[config.mk]
export PLATFORM = sky130hd
export DESIGN_NAME = rdma_qp_round_robin_scheduler_flat
export DESIGN_NICKNAME = d
export VERILOG_FILES = /design/src/hdl/rqrs_pkg.sv /design/src/hdl/rqrs_ifs.sv /design/src/hdl/rqrs_ram.sv /design/src/hdl/rdma_qp_round_robin_scheduler.sv /design/src/flat_wrapper.sv
export VERILOG_INCLUDE_DIRS = /design/src /design/src/hdl
export SDC_FILE = /design/constraint.sdc
export NUM_CORES = 2
export LEC_CHECK = 0
export ABC_CLOCK_PERIOD_IN_PS = 9600
export BUFFER_PORTS_ARGS = -buffer_cell sky130_fd_sc_hd__clkbuf_2
export CORE_UTILIZATION = 24
export CTS_BUF_LIST = sky130_fd_sc_hd__clkbuf_8
export DETAILED_ROUTE_END_ITERATION = 10
export HOLD_SLACK_MARGIN = 0.06
export PLACE_DENSITY = 0.41
export SYNTH_ARGS = -nofsm -noshare
export SYNTH_HDL_FRONTEND = slang
export SYNTH_SLANG_ARGS = --single-unit
[constraint.sdc]
create_clock -name i_clk -period 9.6 [get_ports i_clk]
set_clock_uncertainty 0.05 [all_clocks]
set_input_delay 1.44 -clock i_clk [delete_from_list [all_inputs] [get_ports i_clk]]
set_output_delay 1.44 -clock i_clk [all_outputs]
set_load 0.02 [all_outputs]
[src/hdl/rdma_qp_round_robin_scheduler_macros.svh]
// Assertion macros used by the scheduler RTL.
`ifndef RDMA_QP_ROUND_ROBIN_SCHEDULER_MACROS_SVH
`define RDMA_QP_ROUND_ROBIN_SCHEDULER_MACROS_SVH

// Clocked check, masked while reset is applied
`define RQRS_ASSERT(label, prop, msg) \
    label: assert property (@(posedge i_clk) disable iff (!i_rst_n) prop) else $error(msg);

// Clocked check that also holds during reset
`define RQRS_ASSERT_ALWAYS(label, prop, msg) \
    label: assert property (@(posedge i_clk) prop) else $error(msg);

`endif

[src/hdl/rqrs_pkg.sv]
// ----------------------------------------------------------------------------
// rqrs_pkg
// Types, codes and helpers of the queue-pair round-robin scheduler.
// ----------------------------------------------------------------------------
package rqrs_pkg;

    localparam int MaxEntries = 16;
    localparam int PrioGroups = 8;
    localparam int IdxW       = $clog2(MaxEntries);
    localparam int CntW       = $clog2(MaxEntries + 1);
    localparam int TimeW      = 63;
    localparam int GrpW       = 3;
    localparam int MaskW      = 8;

    // request codes
    localparam logic [1:0] ReqUpdate = 2'd0;
    localparam logic [1:0] ReqAppend = 2'd1;
    localparam logic [1:0] ReqSched  = 2'd2;

    // grant codes
    localparam logic [1:0] ChoiceAck  = 2'd0;
    localparam logic [1:0] ChoiceQp   = 2'd1;
    localparam logic [1:0] ChoiceNone = 2'd2;

    // status codes
    localparam logic [1:0] StatusOk    = 2'd0;
    localparam logic [1:0] StatusFull  = 2'd1;
    localparam logic [1:0] StatusRange = 2'd2;

    // configuration register indexes
    localparam logic RegAckPrio = 1'b0;

    typedef struct packed {
        logic [GrpW-1:0]  prio_group;
        logic             has_bytes;
        logic             window_blocked;
        logic             finished;
        logic             gate_open;
        logic [TimeW-1:0] ready_time;
        logic [TimeW-1:0] gate_time;
    } t_entry;

    localparam int EntryW = $bits(t_entry);

    // a group outside the configured range counts as paused
    function automatic logic group_paused(logic [GrpW-1:0] grp, logic [MaskW-1:0] mask);
        return (int'(grp) >= PrioGroups) || mask[grp];
    endfunction

endpackage

[src/hdl/rqrs_ifs.sv]
// ----------------------------------------------------------------------------
// rqrs request and response channels
// Valid/ready channels carrying one request beat and one response beat.
// ----------------------------------------------------------------------------
interface rqrs_req_if;
    logic                        valid;
    logic                        ready;
    logic [1:0]                  req_type;
    logic [3:0]                  index;
    logic [2:0]                  prio_group;
    logic                        has_bytes;
    logic                        window_blocked;
    logic                        finished;
    logic                        gate_open;
    logic [rqrs_pkg::TimeW-1:0]  time_a;
    logic [rqrs_pkg::TimeW-1:0]  time_b;
    logic [7:0]                  pause_mask;
    logic                        ack_pending;

    modport source (output valid, req_type, index, prio_group, has_bytes, window_blocked,
                    finished, gate_open, time_a, time_b, pause_mask, ack_pending,
                    input ready);
    modport sink (input valid, req_type, index, prio_group, has_bytes, window_blocked,
                  finished, gate_open, time_a, time_b, pause_mask, ack_pending,
                  output ready);
endinterface

interface rqrs_rsp_if;
    logic                        valid;
    logic                        ready;
    logic [1:0]                  choice;
    logic [3:0]                  qp_index;
    logic [4:0]                  active_count;
    logic [rqrs_pkg::TimeW-1:0]  gate_wake_out;
    logic [1:0]                  status;

    modport source (output valid, choice, qp_index, active_count, gate_wake_out, status,
                    input ready);
    modport sink (input valid, choice, qp_index, active_count, gate_wake_out, status,
                  output ready);
endinterface

[src/hdl/rqrs_ram.sv]
// ----------------------------------------------------------------------------
// rqrs_ram
// Generic single-write, single-read RAM with a registered read port.
// ----------------------------------------------------------------------------
module rqrs_ram #(
    parameter int Width = 8,
    parameter int Depth = 16
) (
    input  logic                     i_clk,
    input  logic                     i_we,
    input  logic [$clog2(Depth)-1:0] i_waddr,
    input  logic [Width-1:0]         i_wdata,
    input  logic [$clog2(Depth)-1:0] i_raddr,
    output logic [Width-1:0]         o_rdata
);

    logic [Width-1:0] r_mem [Depth];
    logic [Width-1:0] r_rdata;

    // write port and registered read
    always_ff @(posedge i_clk) begin
        if (i_we) begin
            r_mem[i_waddr] <= i_wdata;
        end
        r_rdata <= r_mem[i_raddr];
    end

    assign o_rdata = r_rdata;

endmodule

[src/hdl/rdma_qp_round_robin_scheduler.sv]
// ----------------------------------------------------------------------------
// rdma_qp_round_robin_scheduler
// Queue-pair table with ack priority, round-robin grant and compaction.
// ----------------------------------------------------------------------------
// Usage:
//   i_req carries one request beat: update a record, append one, or schedule.
//   o_rsp returns exactly one response beat per request.
//   The APB port holds ack_priority at byte address 0; write it while idle.
//   Update, append, ack grants and schedules on an empty table answer in the
//   cycle after acceptance. A table schedule first reduces the start index by
//   repeated subtraction, then walks the table through the single read port
//   of the record RAM, a read state and an evaluate state per record, until a
//   record is granted or all were seen, then, if a finished record was seen,
//   walks again from that record to compact the table.
//   One request is in flight at a time; i_req.ready is low until the response
//   beat has been taken, so a stalled receiver holds the block.
//   Reset clears the record count and ack_priority; record contents are only
//   read below the count and need no clearing.
// ----------------------------------------------------------------------------
`include "rdma_qp_round_robin_scheduler_macros.svh"

module rdma_qp_round_robin_scheduler (
    input  logic        i_clk,
    input  logic        i_rst_n,
    rqrs_req_if.sink    i_req,
    rqrs_rsp_if.source  o_rsp,
    input  logic        psel,
    input  logic        penable,
    input  logic        pwrite,
    input  logic [2:0]  paddr,
    input  logic [31:0] pwdata,
    output logic [31:0] prdata,
    output logic        pready
);

    localparam int IdxW  = rqrs_pkg::IdxW;
    localparam int CntW  = rqrs_pkg::CntW;
    localparam int TimeW = rqrs_pkg::TimeW;

    typedef enum logic [2:0] {
        S_IDLE, S_MOD, S_SCAN_RD, S_SCAN_EV, S_COMP_RD, S_COMP_EV
    } t_state;

    t_state              r_state, n_state;
    logic [CntW-1:0]     r_count, n_count;
    logic [2:0]          r_ack_prio, n_ack_prio;
    logic [TimeW-1:0]    r_now, n_now;
    logic [TimeW-1:0]    r_wake, n_wake;
    logic [7:0]          r_mask, n_mask;
    logic [CntW-1:0]     r_mod, n_mod;
    logic [IdxW-1:0]     r_idx, n_idx;
    logic [CntW-1:0]     r_left, n_left;
    logic                r_granted, n_granted;
    logic [IdxW-1:0]     r_gidx, n_gidx;
    logic                r_any_fin, n_any_fin;
    logic [IdxW-1:0]     r_min_fin, n_min_fin;
    logic [CntW-1:0]     r_cmp_i, n_cmp_i;
    logic [CntW-1:0]     r_nxt, n_nxt;
    logic [IdxW-1:0]     r_res, n_res;
    logic                r_out_valid, n_out_valid;
    logic [1:0]          r_choice, n_choice;
    logic [3:0]          r_qpi, n_qpi;
    logic [TimeW-1:0]    r_wake_out, n_wake_out;
    logic [1:0]          r_status, n_status;

    logic                ram_we;
    logic [IdxW-1:0]     ram_waddr, ram_raddr;
    rqrs_pkg::t_entry    ram_wdata, ram_rdata, in_entry;
    logic                cfg_wr;
    logic                req_fire;
    logic                rd_elig, rd_ready_late, rd_wake_lower;
    logic [CntW-1:0]     idx_inc;

    rqrs_ram #(
        .Width (rqrs_pkg::EntryW),
        .Depth (rqrs_pkg::MaxEntries)
    ) u_ram (
        .i_clk   (i_clk),
        .i_we    (ram_we),
        .i_waddr (ram_waddr),
        .i_wdata (ram_wdata),
        .i_raddr (ram_raddr),
        .o_rdata (ram_rdata)
    );

    // APB register access
    assign pready = 1'b1;
    assign cfg_wr = psel && penable && pwrite;
    assign prdata = (paddr[2] == rqrs_pkg::RegAckPrio) ? {29'd0, r_ack_prio} : 32'd0;

    // channel handshake
    assign req_fire    = i_req.valid && i_req.ready;
    assign i_req.ready = (r_state == S_IDLE) && !r_out_valid;

    assign o_rsp.valid         = r_out_valid;
    assign o_rsp.choice        = r_choice;
    assign o_rsp.qp_index      = r_qpi;
    assign o_rsp.active_count  = r_count;
    assign o_rsp.gate_wake_out = r_wake_out;
    assign o_rsp.status        = r_status;

    // pack the incoming record
    always_comb begin
        in_entry.prio_group     = i_req.prio_group;
        in_entry.has_bytes      = i_req.has_bytes;
        in_entry.window_blocked = i_req.window_blocked;
        in_entry.finished       = i_req.finished;
        in_entry.gate_open      = i_req.gate_open;
        in_entry.ready_time     = i_req.time_a;
        in_entry.gate_time      = i_req.time_b;
    end

    // classify the record read during the scan
    assign rd_elig = !rqrs_pkg::group_paused(ram_rdata.prio_group, r_mask)
                     && ram_rdata.has_bytes && !ram_rdata.window_blocked;
    assign rd_ready_late = ram_rdata.ready_time > r_now;
    assign rd_wake_lower = (ram_rdata.gate_time > r_now) && (ram_rdata.gate_time < r_wake);
    assign idx_inc       = {1'b0, r_idx} + CntW'(1);

    // sequencer
    always_comb begin
        n_state     = r_state;
        n_count     = r_count;
        n_ack_prio  = r_ack_prio;
        n_now       = r_now;
        n_wake      = r_wake;
        n_mask      = r_mask;
        n_mod       = r_mod;
        n_idx       = r_idx;
        n_left      = r_left;
        n_granted   = r_granted;
        n_gidx      = r_gidx;
        n_any_fin   = r_any_fin;
        n_min_fin   = r_min_fin;
        n_cmp_i     = r_cmp_i;
        n_nxt       = r_nxt;
        n_res       = r_res;
        n_out_valid = r_out_valid;
        n_choice    = r_choice;
        n_qpi       = r_qpi;
        n_wake_out  = r_wake_out;
        n_status    = r_status;
        ram_we      = 1'b0;
        ram_waddr   = i_req.index[IdxW-1:0];
        ram_wdata   = in_entry;
        ram_raddr   = r_idx;

        if (cfg_wr && paddr[2] == rqrs_pkg::RegAckPrio) begin
            n_ack_prio = pwdata[2:0];
        end

        // drop the response once taken
        if (r_out_valid && o_rsp.ready) begin
            n_out_valid = 1'b0;
        end

        unique case (r_state)
            S_IDLE: begin
                if (req_fire) begin
                    n_choice   = rqrs_pkg::ChoiceNone;
                    n_qpi      = '0;
                    n_wake_out = '0;
                    n_status   = rqrs_pkg::StatusOk;
                    n_out_valid = 1'b1;
                    case (i_req.req_type)
                        rqrs_pkg::ReqUpdate: begin
                            if ({1'b0, i_req.index} < r_count) begin
                                ram_we = 1'b1;
                            end else begin
                                n_status = rqrs_pkg::StatusRange;
                            end
                        end
                        rqrs_pkg::ReqAppend: begin
                            if (r_count < CntW'(rqrs_pkg::MaxEntries)) begin
                                ram_we    = 1'b1;
                                ram_waddr = r_count[IdxW-1:0];
                                n_count   = r_count + CntW'(1);
                            end else begin
                                n_status = rqrs_pkg::StatusFull;
                            end
                        end
                        rqrs_pkg::ReqSched: begin
                            n_now      = i_req.time_a;
                            n_wake     = i_req.time_b;
                            n_mask     = i_req.pause_mask;
                            n_wake_out = i_req.time_b;
                            if (!rqrs_pkg::group_paused(r_ack_prio, i_req.pause_mask)
                                && i_req.ack_pending) begin
                                n_choice = rqrs_pkg::ChoiceAck;
                            end else if (r_count != '0) begin
                                n_out_valid = 1'b0;
                                n_mod       = {1'b0, i_req.index} + CntW'(1);
                                n_state     = S_MOD;
                            end
                        end
                        default: begin
                        end
                    endcase
                end
            end
            // reduce the start index modulo the count
            S_MOD: begin
                if (r_mod >= r_count) begin
                    n_mod = r_mod - r_count;
                end else begin
                    n_idx     = r_mod[IdxW-1:0];
                    n_left    = r_count;
                    n_granted = 1'b0;
                    n_any_fin = 1'b0;
                    n_gidx    = '0;
                    n_min_fin = '0;
                    n_state   = S_SCAN_RD;
                end
            end
            S_SCAN_RD: begin
                n_state = S_SCAN_EV;
            end
            // judge one record, advance round-robin
            S_SCAN_EV: begin
                if (rd_elig) begin
                    if (!rd_ready_late && ram_rdata.gate_open) begin
                        n_granted = 1'b1;
                        n_gidx    = r_idx;
                    end else if (!rd_ready_late && rd_wake_lower) begin
                        n_wake = ram_rdata.gate_time;
                    end
                end else if (ram_rdata.finished) begin
                    if (!r_any_fin || r_idx < r_min_fin) begin
                        n_min_fin = r_idx;
                    end
                    n_any_fin = 1'b1;
                end
                n_left = r_left - CntW'(1);
                n_idx  = (idx_inc == r_count) ? '0 : idx_inc[IdxW-1:0];
                if (n_granted || r_left == CntW'(1)) begin
                    n_wake_out = n_wake;
                    n_res      = n_gidx;
                    if (n_any_fin) begin
                        n_nxt   = {1'b0, n_min_fin};
                        n_cmp_i = {1'b0, n_min_fin} + CntW'(1);
                        n_state = S_COMP_RD;
                    end else begin
                        n_choice    = n_granted ? rqrs_pkg::ChoiceQp : rqrs_pkg::ChoiceNone;
                        n_qpi       = n_granted ? 4'(n_gidx) : 4'd0;
                        n_out_valid = 1'b1;
                        n_state     = S_IDLE;
                    end
                end else begin
                    n_state = S_SCAN_RD;
                end
            end
            // compaction: fetch the next record or finish
            S_COMP_RD: begin
                ram_raddr = r_cmp_i[IdxW-1:0];
                if (r_cmp_i >= r_count) begin
                    n_count     = r_nxt;
                    n_choice    = r_granted ? rqrs_pkg::ChoiceQp : rqrs_pkg::ChoiceNone;
                    n_qpi       = r_granted ? 4'(r_res) : 4'd0;
                    n_out_valid = 1'b1;
                    n_state     = S_IDLE;
                end else begin
                    n_state = S_COMP_EV;
                end
            end
            // compaction: move a live record down
            S_COMP_EV: begin
                if (!ram_rdata.finished) begin
                    if (r_granted && r_cmp_i[IdxW-1:0] == r_gidx) begin
                        n_res = r_nxt[IdxW-1:0];
                    end
                    ram_we    = 1'b1;
                    ram_waddr = r_nxt[IdxW-1:0];
                    ram_wdata = ram_rdata;
                    n_nxt     = r_nxt + CntW'(1);
                end
                n_cmp_i = r_cmp_i + CntW'(1);
                n_state = S_COMP_RD;
            end
            default: begin
                n_state = S_IDLE;
            end
        endcase
    end

    // state and registered outputs
    always_ff @(posedge i_clk) begin
        if (!i_rst_n) begin
            r_state     <= S_IDLE;
            r_count     <= '0;
            r_ack_prio  <= '0;
            r_out_valid <= 1'b0;
        end else begin
            r_state     <= n_state;
            r_count     <= n_count;
            r_ack_prio  <= n_ack_prio;
            r_out_valid <= n_out_valid;
        end
        r_now      <= n_now;
        r_wake     <= n_wake;
        r_mask     <= n_mask;
        r_mod      <= n_mod;
        r_idx      <= n_idx;
        r_left     <= n_left;
        r_granted  <= n_granted;
        r_gidx     <= n_gidx;
        r_any_fin  <= n_any_fin;
        r_min_fin  <= n_min_fin;
        r_cmp_i    <= n_cmp_i;
        r_nxt      <= n_nxt;
        r_res      <= n_res;
        r_choice   <= n_choice;
        r_qpi      <= n_qpi;
        r_wake_out <= n_wake_out;
        r_status   <= n_status;
    end

    `RQRS_ASSERT_ALWAYS(a_count_bound, (!i_rst_n || r_count <= CntW'(rqrs_pkg::MaxEntries)), "record count beyond table size")
    `RQRS_ASSERT(a_scan_in_table, (r_state == S_SCAN_EV) |-> ({1'b0, r_idx} < r_count), "scan index outside table")
    `RQRS_ASSERT(a_compact_below, (r_state == S_COMP_EV) |-> (r_nxt < r_cmp_i), "compaction write overtakes read")

endmodule

[src/flat_wrapper.sv]
// flat-port wrapper written by rule: the top's interface ports become plain ports
module rdma_qp_round_robin_scheduler_flat 
  (i_clk, i_rst_n, psel, penable, pwrite, paddr, pwdata, prdata, pready, i_req_valid, i_req_req_type, i_req_index, i_req_prio_group, i_req_has_bytes, i_req_window_blocked, i_req_finished, i_req_gate_open, i_req_time_a, i_req_time_b, i_req_pause_mask, i_req_ack_pending, i_req_ready, o_rsp_valid, o_rsp_choice, o_rsp_qp_index, o_rsp_active_count, o_rsp_gate_wake_out, o_rsp_status, o_rsp_ready);
  rqrs_req_if i_req_i ();
  rqrs_rsp_if o_rsp_i ();
  input  logic i_clk;
  input  logic i_rst_n;
  input  logic psel;
  input  logic penable;
  input  logic pwrite;
  input  logic [2:0] paddr;
  input  logic [31:0] pwdata;
  output logic [31:0] prdata;
  output logic pready;
  input wire logic [$bits(i_req_i.valid)-1:0] i_req_valid;
  input wire logic [$bits(i_req_i.req_type)-1:0] i_req_req_type;
  input wire logic [$bits(i_req_i.index)-1:0] i_req_index;
  input wire logic [$bits(i_req_i.prio_group)-1:0] i_req_prio_group;
  input wire logic [$bits(i_req_i.has_bytes)-1:0] i_req_has_bytes;
  input wire logic [$bits(i_req_i.window_blocked)-1:0] i_req_window_blocked;
  input wire logic [$bits(i_req_i.finished)-1:0] i_req_finished;
  input wire logic [$bits(i_req_i.gate_open)-1:0] i_req_gate_open;
  input wire logic [$bits(i_req_i.time_a)-1:0] i_req_time_a;
  input wire logic [$bits(i_req_i.time_b)-1:0] i_req_time_b;
  input wire logic [$bits(i_req_i.pause_mask)-1:0] i_req_pause_mask;
  input wire logic [$bits(i_req_i.ack_pending)-1:0] i_req_ack_pending;
  output wire logic [$bits(i_req_i.ready)-1:0] i_req_ready;
  output wire logic [$bits(o_rsp_i.valid)-1:0] o_rsp_valid;
  output wire logic [$bits(o_rsp_i.choice)-1:0] o_rsp_choice;
  output wire logic [$bits(o_rsp_i.qp_index)-1:0] o_rsp_qp_index;
  output wire logic [$bits(o_rsp_i.active_count)-1:0] o_rsp_active_count;
  output wire logic [$bits(o_rsp_i.gate_wake_out)-1:0] o_rsp_gate_wake_out;
  output wire logic [$bits(o_rsp_i.status)-1:0] o_rsp_status;
  input wire logic [$bits(o_rsp_i.ready)-1:0] o_rsp_ready;
  assign i_req_i.valid = i_req_valid;
  assign i_req_i.req_type = i_req_req_type;
  assign i_req_i.index = i_req_index;
  assign i_req_i.prio_group = i_req_prio_group;
  assign i_req_i.has_bytes = i_req_has_bytes;
  assign i_req_i.window_blocked = i_req_window_blocked;
  assign i_req_i.finished = i_req_finished;
  assign i_req_i.gate_open = i_req_gate_open;
  assign i_req_i.time_a = i_req_time_a;
  assign i_req_i.time_b = i_req_time_b;
  assign i_req_i.pause_mask = i_req_pause_mask;
  assign i_req_i.ack_pending = i_req_ack_pending;
  assign i_req_ready = i_req_i.ready;
  assign o_rsp_valid = o_rsp_i.valid;
  assign o_rsp_choice = o_rsp_i.choice;
  assign o_rsp_qp_index = o_rsp_i.qp_index;
  assign o_rsp_active_count = o_rsp_i.active_count;
  assign o_rsp_gate_wake_out = o_rsp_i.gate_wake_out;
  assign o_rsp_status = o_rsp_i.status;
  assign o_rsp_i.ready = o_rsp_ready;
  rdma_qp_round_robin_scheduler u_core (.i_clk(i_clk), .i_rst_n(i_rst_n), .i_req(i_req_i), .o_rsp(o_rsp_i), .psel(psel), .penable(penable), .pwrite(pwrite), .paddr(paddr), .pwdata(pwdata), .prdata(prdata), .pready(pready));
endmodule
==> results.md <==
* Run status: finished clean
* Worst setup SP type: flop
* Final net count at around 6300
* Mapped cell area at 101500 sq um
* Measured slew at the worst slew-check pin at between 1 and 1.5 ns
* Max layer used: met5
* Share of cells above drive strength 1 at 25.54%
* Top_reg_cell synth: edfxtp_1
* Simple-gate share of the synthesized area at between 3 and 4%
* IO Pins at 301
* WL met1 at 132.7 mm
* VDD IR max at approximately 100 uV
* Met3 WL at approximately 21 mm
* Worst-path clk slew at 0.06 ns
* Hold crit path type: input pin to flop
* Row Count at 238
* Post-DP HPWL at 181.0 mm
* PortBufs at approximately 240
* Setup tns final at 0 ns
* CP Max Fanout at 56
* Post-route antenna net violation count at 0
* Synthesis Warnings at 0
* Total power at 22.21 mW
* GRT overflow at 0
* Area grow syn2layout at 16.33%
* Setup bufs post-CTS at 0
* DRT iter0 DRCs at roughly 4300
* Number of global-route vias before repair at between 50000 and 60000
* Core Box Area at roughly 420000 sq um
* Synth Register Bits at 2516
* CTS H-Tree Depth at 5
* Tmin final at approximately 5.7 ns
* Synth Area in Compound Gates at 4.007%
* Unique masters post-synth at 67
* Vias at 53650
* Total Routing Usage GR at between 10 and 15%
* DRT Pass-1 Iters at 6
* CP required at approximately 10 ns
* Number of synthesized flops with an enable pin at ~2400
* DRC viols at 0
* P_leak at roughly 39 nW
* Max-cap viol count at 0
* Inserted Clock Buffers at approximately 430
* RSZ-0062 raised after global routing: false
* Synth top area cells: edfxtp_1 (70%), mux4_2 (12%), dfxtp_1 (2.9%), ha_1 (2.6%), nand2_1 (1.7%)
* Setup CP Type: flop to flop
* Placer Congestion at about 0.77
* Starting density of the core at about 24%
* Die X-Extent at 652.3 um
* Routed WL at roughly 320 mm
* Vias per inst at between 4 and 5
* Largest net degree at the start of global routing at around 170
* Deepest clock path buffer count at 4
* Clock sinks at around 2500
* Crit path arrival time at between 6 and 7 ns
* Avg Cell Area, Syn at 18.67 sq um
* Root Driver: clkbuf_8
* Met2 routed WL at roughly 160 mm
* Yosys top cell area share at between 70% and 80%
* Largest family of logic cells by synthesized area: multiplexers
* Pre-CTS setup slack at about 3.6 ns
* Post-cts gate resize count at 0
* CTS tree: yes
* PwrDens at between 150 and 200 nW/um^2
* CP Capture Type: flop
* Global-route wire length before repair at 445.6 mm
* Final Hold Fails at 0
* Die Footprint at 425500 sq um
* Die Span Y at ~650 um
* Fin worst setup slack at 3.944 ns
* Fmax at between 150 and 200 MHz
* Async SR Flop Fraction at 0%
* Slew Limit Fails at 0
* Post-synthesis cell count at 5436
* Final setup vio count at 0
* Mux contribution to synthesized area at between 10% and 20%
* Rel. slew slack at 3.380%
* Initial antenna violation count at 71
* Synth Area in Adders at under 10%
* Hold_buf cts at 0
* Fin crit share at about three fifths
* Post-synthesis xor/xnor area fraction at less than 1%
* Clock latency on the worst-skew pair at between 1 and 1.5 ns
* Register area share after synthesis at approximately three quarters
* Dominant cell type by area after synthesis: edfxtp_1
* Routed len/inst at roughly 27 um
worst paths after layout:
check / cells past startpoint / slack [ns] / startpoint / end
max: 11 / 3.94 / u_core.u_ram.o_rdata[130] / u_core.o_rsp.gate_wake_out[21]
min: 1 / 0.48 / i_req_time_a[38] / u_core.r_now[38]
max reg2reg: 11 / 3.94 / u_core.u_ram.o_rdata[130] / u_core.o_rsp.gate_wake_out[21]
min reg2reg: 2 / 0.52 / u_core.r_ack_prio[2] / u_core.r_ack_prio[2]
Yosys cell counts (12+ instances only):
library cell	count
xor2_1	15
a21oi_1	89
nand2_1	472
clkbuf_1	167
buf_4	54
nor3_1	15
nand4_1	47
o21a_1	12
mux2i_1	82
buf_1	12
buf_2	28
dfxtp_1	145
mux2_2	132
nand3_1	33
edfxtp_1	2371
mux4_2	534
and2_1	140
ha_1	212
inv_1	154
o21ai_1	18
nor2_1	69
nor2b_1	13
a31oi_1	138
buf_6	33
a211oi_1	145
o21ai_0	156
a21o_1	34
cell families after synthesis:
kind of cell	count (synthesis)
AO/OA/AOI/OAI	647
XOR/XNOR	22
adder cells (fa/ha/maj)	213
buffers and inverters	456
flip-flops	2516
multiplexers	750
other	2
AND/OR/NAND/NOR	830
area by class of cell:
class,count,area [sq um]
fillers,42190,302400
clock inverters,302,1613
multi-input cells,2492,25460
well taps,5640,7057
inverters,155,581.8
clock buffers,492,6771
repair buffers,350,2459
diodes,9,22.52
flip-flops and latches,2516,74100
power by group:
group / leakage [nW] / switching (mW) / internal (mW)
sequential: 22.6 / 0.0541 / 12.1
clock: 4.93 / 4.52 / 4.93
combinational: 11.9 / 0.445 / 0.154
total: 39.4 / 5.02 / 17.2
metrics by stage:
stage | util [%] | cells | area, sq um | hold slack [ns]
floorplan | - | 5464 | 101600 | 0.4516
global placement | 26.07 | 11150 | 109600 | 0.4711
detailed placement | 26.08 | 11150 | 109700 | 0.5101
CTS | 28.07 | 11950 | 118000 | 0.3390
global route | 28.08 | 11950 | 118100 | 0.4184
finish | 28.08 | 11960 | 118100 | 0.4809
cell usage in the layout, fill, tap and decap left out, types with 8 or more instances in the layout:
cell type and n:
buf_4 76, ha_1 212, and2_1 138, a21o_1 34, o211ai_1 11, nor4_1 11, clkinv_2 35, a21oi_1 89
mux2i_1 78, clkbuf_2 239, nand4_1 47, a211oi_1 145, mux2_2 132, conb_1 30, clkinv_1 65, edfxtp_1 2371
nand2b_1 8, buf_12 34, nand2_1 471, xor2_1 15, o21a_1 12, nor2b_1 10, o21ai_0 154, clkbuf_8 492
dfxtp_1 145, bufinv_16 9, a31oi_1 138, nor3_1 14, nor2_1 57, nor2_4 12, inv_1 324, diode_2 9
nand3_1 32, o21ai_1 19, mux4_2 534
critical path, cell delays in order, from the launching register on:
cell	delay, ns
dfxtp_1	0.39
mux4_1	0.57
mux2i_1	0.27
nand3b_1	0.61
nor3_1	0.45
nand4_1	0.19
nor2_1	0.59
o32ai_1	0.16
buf_4	0.20
o21a_1	0.19
nor2_4	0.54
buf_4	0.86
sequential cells by signal, summed over array words and instances, names as in the netlist, 8 cells and up:
signal and flops:
u_core.u_ram.r_mem 2128, u_core.r_now 63, u_core.o_rsp.gate_wake_out 63, u_core.r_mask 8
u_core.u_ram.o_rdata 133, u_core.r_wake 63
per-layer routing:
metal  GRT usage, %  up-vias
li1               -    22920
met1          18.63    28600
met2          24.99     1539
met3          3.339      552
met4          5.384       40
met5              0        -
No activity file was read; power rests on OpenSTA's default activity.
